<file path="src/hw/rtl/tce_pkg.sv">
package tce_pkg;

    localparam int MAX_COLUMNS = 80;
    localparam int MAX_ROWS    = 25;
    localparam int STORE_SIZE  = MAX_COLUMNS * MAX_ROWS;
    localparam int ADDR_W      = 11;
    localparam int COL_W       = 7;
    localparam int ROW_W       = 5;

    localparam logic [7:0]  ESC_BYTE   = 8'h01;
    localparam logic [7:0]  BS_BYTE    = 8'h08;
    localparam logic [7:0]  TAB_BYTE   = 8'h09;
    localparam logic [7:0]  LF_BYTE    = 8'h0A;
    localparam logic [7:0]  CR_BYTE    = 8'h0D;
    localparam logic [7:0]  BLANK_CHAR = 8'h20;
    localparam logic [7:0]  RESET_ATTR = 8'h07;
    localparam logic [15:0] RESET_CELL = 16'h0720;

    typedef enum logic [1:0] {
        KIND_PRINT = 2'd0,
        KIND_READ  = 2'd1,
        KIND_CLEAR = 2'd2,
        KIND_NOP   = 2'd3
    } kind_t;

    typedef enum logic [1:0] {
        CFG_WRAP    = 2'd0,
        CFG_COLUMNS = 2'd1,
        CFG_ROWS    = 2'd2
    } cfg_index_t;

    typedef enum logic [2:0] {
        ST_INIT,
        ST_IDLE,
        ST_EXEC,
        ST_SC_RD,
        ST_SC_WR,
        ST_FILL,
        ST_DONE
    } back_state_t;

    typedef struct packed {
        logic [1:0]        kind;
        logic [7:0]        char_byte;
        logic [ADDR_W-1:0] cell_address;
    } req_t;

    typedef struct packed {
        logic pop;
        logic init_busy;
    } ctl_t;

    typedef struct packed {
        logic             wrap;
        logic [COL_W-1:0] cols;
        logic [ROW_W-1:0] rows;
    } cfg_t;

    typedef struct packed {
        logic [COL_W-1:0]  cursor_col;
        logic [ROW_W-1:0]  cursor_row;
        logic [ADDR_W-1:0] cursor_location;
        logic [15:0]       cell_data;
        logic [7:0]        text_color;
    } result_t;

endpackage

</file>
<file path="src/hw/rtl/tce_front.sv">
module tce_front (
    input  logic          clk,
    input  logic          rst_n,
    input  logic          in_valid,
    output logic          in_stall,
    input  tce_pkg::req_t in_req,
    input  tce_pkg::ctl_t ctl,
    output logic          head_valid,
    output tce_pkg::req_t head
);
    import tce_pkg::*;

    req_t       q_reg [2];
    logic       wr_ptr_reg, wr_ptr_next;
    logic       rd_ptr_reg, rd_ptr_next;
    logic [1:0] count_reg, count_next;
    logic       push;
    logic       pop;

    assign in_stall   = (count_reg == 2'd2) || ctl.init_busy;
    assign push       = in_valid && !in_stall;
    assign pop        = ctl.pop && (count_reg != 2'd0);
    assign head_valid = (count_reg != 2'd0);
    assign head       = q_reg[rd_ptr_reg];

    always_comb
    begin
        wr_ptr_next = push ? ~wr_ptr_reg : wr_ptr_reg;
        rd_ptr_next = pop ? ~rd_ptr_reg : rd_ptr_reg;
        count_next  = count_reg + {1'b0, push} - {1'b0, pop};
    end

    always_ff @(posedge clk)
    begin
        if (push)
        begin
            q_reg[wr_ptr_reg] <= in_req;
        end
    end

    always_ff @(posedge clk or negedge rst_n)
    begin
        if (!rst_n)
        begin
            wr_ptr_reg <= 1'b0;
            rd_ptr_reg <= 1'b0;
            count_reg  <= 2'd0;
        end
        else
        begin
            wr_ptr_reg <= wr_ptr_next;
            rd_ptr_reg <= rd_ptr_next;
            count_reg  <= count_next;
        end
    end

endmodule

</file>
<file path="config.mk">
export PLATFORM = sky130hd
export DESIGN_NAME = tce_front
export DESIGN_NICKNAME = d
export VERILOG_FILES = /design/src/hw/rtl/tce_pkg.sv /design/src/hw/rtl/tce_front.sv
export SDC_FILE = /design/constraint.sdc
export NUM_CORES = 1
export LEC_CHECK = 0
export ABC_AREA = 1
export BUFFER_PORTS_ARGS = -buffer_cell sky130_fd_sc_hd__buf_2
export CORE_UTILIZATION = 35
export CTS_CLUSTER_DIAMETER = 100
export CTS_CLUSTER_SIZE = 25
export DETAILED_ROUTE_END_ITERATION = 8
export PLACE_DENSITY = 0.54
export SYNTH_ARGS = -nofsm -noshare
export SYNTH_HDL_FRONTEND = slang
export SYNTH_SLANG_ARGS = --single-unit
</file>
<file path="constraint.sdc">
create_clock -name clk -period 4.4 [get_ports clk]
set_clock_uncertainty 0.1 [all_clocks]
set_input_delay 0.44 -clock clk [delete_from_list [all_inputs] [get_ports clk]]
set_output_delay 0.44 -clock clk [all_outputs]
set_load 0.05 [all_outputs]
</file>
==> impl_metrics.json <==
{
  "fmax_mhz": 409.5,
  "drtPass1Iterations": 4,
  "gp_congestion": 0.7351,
  "grtUsageTotal_pct": 12.47,
  "fin_nets": 223,
  "fin_crit_ns": 2.442,
  "hold_viol": 0,
  "post_drt_wl_per_cell_um": 11.46,
  "fillers": 460,
  "wl_met3_um": 203,
  "rsz0062_at_grt": "false",
  "worst_pin_slew_ns": 1.049,
  "synth_seq_cells": 46,
  "path_common_cell": "nand2_1",
  "max_slew_margin_pct": 30.02,
  "design.die.area_um2": 5350,
  "critPathSlowestCell": "dfrtp_1",
  "start_util_pct": 37.02,
  "overflow": 0,
  "hpwl_mm": 2.059,
  "ys_seq_area_share_pct": 76.84,
  "p_per_area_nw_per_um2": 713.8,
  "setup_viol": 0,
  "cts_buffers": 5,
  "clock_sinks": 46,
  "grt_max_degree": 24,
  "first_global_vias": 1137,
  "antennaDiodeCount": 0,
  "start_kind": "flop",
  "cts.reportedPaths.clkPinSlew_ns": 0.09,
  "crit_path_end_kind": "primary output",
  "drt.antenna.violating_nets": 0,
  "setup_ws_ns": 1.958,
  "htreeDepth": 2,
  "hold_ws_ns": 0.2255,
  "r2r-start": "count_reg[0]$_DFF_PN0_",
  "vdd_drop_max_uv": 388.0,
  "hold_path.class": "primary input to flop",
  "post_cts_buffers": 0,
  "clockBufferDepth": 2,
  "die_w_um": 73.15,
  "crit_start": "rd_ptr_reg$_DFFE_PN0P_",
  "ys_types": 11,
  "met1_length_mm": 1.285,
  "place_ws_ns": 2.248,
  "worstPathRequired_ns": 3.86,
  "avgSynthCellArea_um2": 12.39,
  "yosysWarnings": 0,
  "routed-wl-met2_mm": 1.464,
  "hold_buffers": 1,
  "largest_reg_flops": 42,
  "final_util_pct": 45.65,
  "boundaryPins": 49,
  "regArea_um2": 1361,
  "crit_arrival_ns": 1.90,
  "postCtsResizedCells": 0,
  "min_period_over_period_pct": 55.49,
  "path_cells": "inv_2, nand2_1, nand2_1, buf_2",
  "maxCapViolCount": 0,
  "top_layer_used": "met4",
  "drc_errors": 0,
  "via_count": 1110,
  "syn_inst": 143,
  "min-delay-start": "in_req[6]",
  "grt_pass1_wl_mm": 4.781,
  "status": "completed",
  "synth_fp_nets": 171,
  "finalMaxSlewViolations": 0,
  "placeableCoreArea_um2": 4786,
  "synthToLayoutAreaGrowth_pct": 23.31,
  "worstSetupPathType": "flop to primary output",
  "leakage_nw": 0.9772,
  "rows": 25,
  "setup_tns_ns": 0,
  "clock_latency_ns": 0.30,
  "drive_above_1_share_pct": 29.59,
  "multiInputGateArea_um2": 337.8,
  "path_max_fanout": 23,
  "p_total_mw": 1.559,
  "wl_mm": 3.014,
  "avgViaCountPerCell": 4.221,
  "cts-root-buf": "clkbuf_8",
  "io_buffer_count": 48,
  "synth_area_um2": 1772,
  "dr.first_iter.drc_count": 25,
  "cts_tree": "built",
  "slowest_delay_ns": 0.83,
  "die_y_um": 73.15,
  "antenna_found_initial": 0
}
-- routing by layer --
layer	vias up	GRT usage, %
met2	37	21.50
met1	497	13.65
met4	0	5.882
li1	570	-
met5	-	0
met3	6	4.420
-- cells by family after synthesis --
| kind of cell | count (synthesis) | synth area share (%) |
|---|---|---|
| simple gates | 81 | 17.51 |
| buf+inv | 14 | 4.237 |
| flops | 46 | 76.84 |
| fa+ha+maj | 2 | 1.412 |
-- report_power, final --
group | internal [mW] | switching (mW) | leakage, nW | total [mW]
Sequential | 0.551 | 0.0478 | 0.432 | 0.598
Combinational | 0.134 | 0.518 | 0.495 | 0.652
Clock | 0.169 | 0.140 | 0.0504 | 0.309
Total | 0.853 | 0.706 | 0.977 | 1.56
-- cell usage after synthesis --
master / n / area (um^2)
nand2_1: 76 / 285.3
edfxtp_1: 42 / 1261
inv_1: 9 / 33.78
dfrtp_1: 4 / 100.1
nand3_1: 3 / 15.01
buf_4: 2 / 15.01
buf_6: 2 / 22.52
ha_1: 2 / 25.02
inv_2: 1 / 3.750
nand4_1: 1 / 6.260
nor2_1: 1 / 3.750
-- final timing paths --
kind	end	slack, ns	cells after the start
worst max-delay path	head[5]	1.96	4
max in group asynchronous	wr_ptr_reg$_DFFE_PN0N_	3.71	2
worst min-delay path	q_reg[0][6]$_DFFE_PP_	0.23	1
min in group asynchronous	count_reg[1]$_DFF_PN0_	0.37	2
worst max register to register	q_reg[1][10]$_DFFE_PP_	2.44	4
worst min register to register	wr_ptr_reg$_DFFE_PN0N_	0.38	2
-- placed cells by master, fill, tap and decap left out --
master / Yosys / layout
clkinvlp_4: 0 / 2
edfxtp_1: 42 / 42
nand4_1: 1 / 1
inv_1: 9 / 9
clkbuf_8: 0 / 5
dlygate4sd3_1: 0 / 1
inv_2: 1 / 1
nand3_1: 3 / 3
buf_2: 0 / 48
dfrtp_1: 4 / 4
ha_1: 2 / 2
nand2_1: 76 / 76
bufinv_16: 0 / 1
nor2_2: 0 / 1
-- worst max-delay path: cells and delay by family, from the launching register on --
family / cells / cell delay (ns)
DFF: 1 / 0.83
and+or+nand+nor: 2 / 0.20
buffers and inverters: 2 / 0.56
-- cell type report --
type,instances,area share [%]
sequential,46,62.31
tap,67,3.837
timing repair buffer,49,11.45
multi-input combinational,83,15.46
clock inverter,3,2.062
clock buffer,5,3.150
inverter,10,1.718
-- stage by stage --
stage / cells / area (um^2)
3_5_place_dp: 254 / 2061
2_1_floorplan: 143 / 1772
3_3_place_gp: 254 / 2061
4_1_cts: 263 / 2185
5_1_grt: 263 / 2185
6_report: 263 / 2185
No activity file was read; power rests on OpenSTA's default activity.
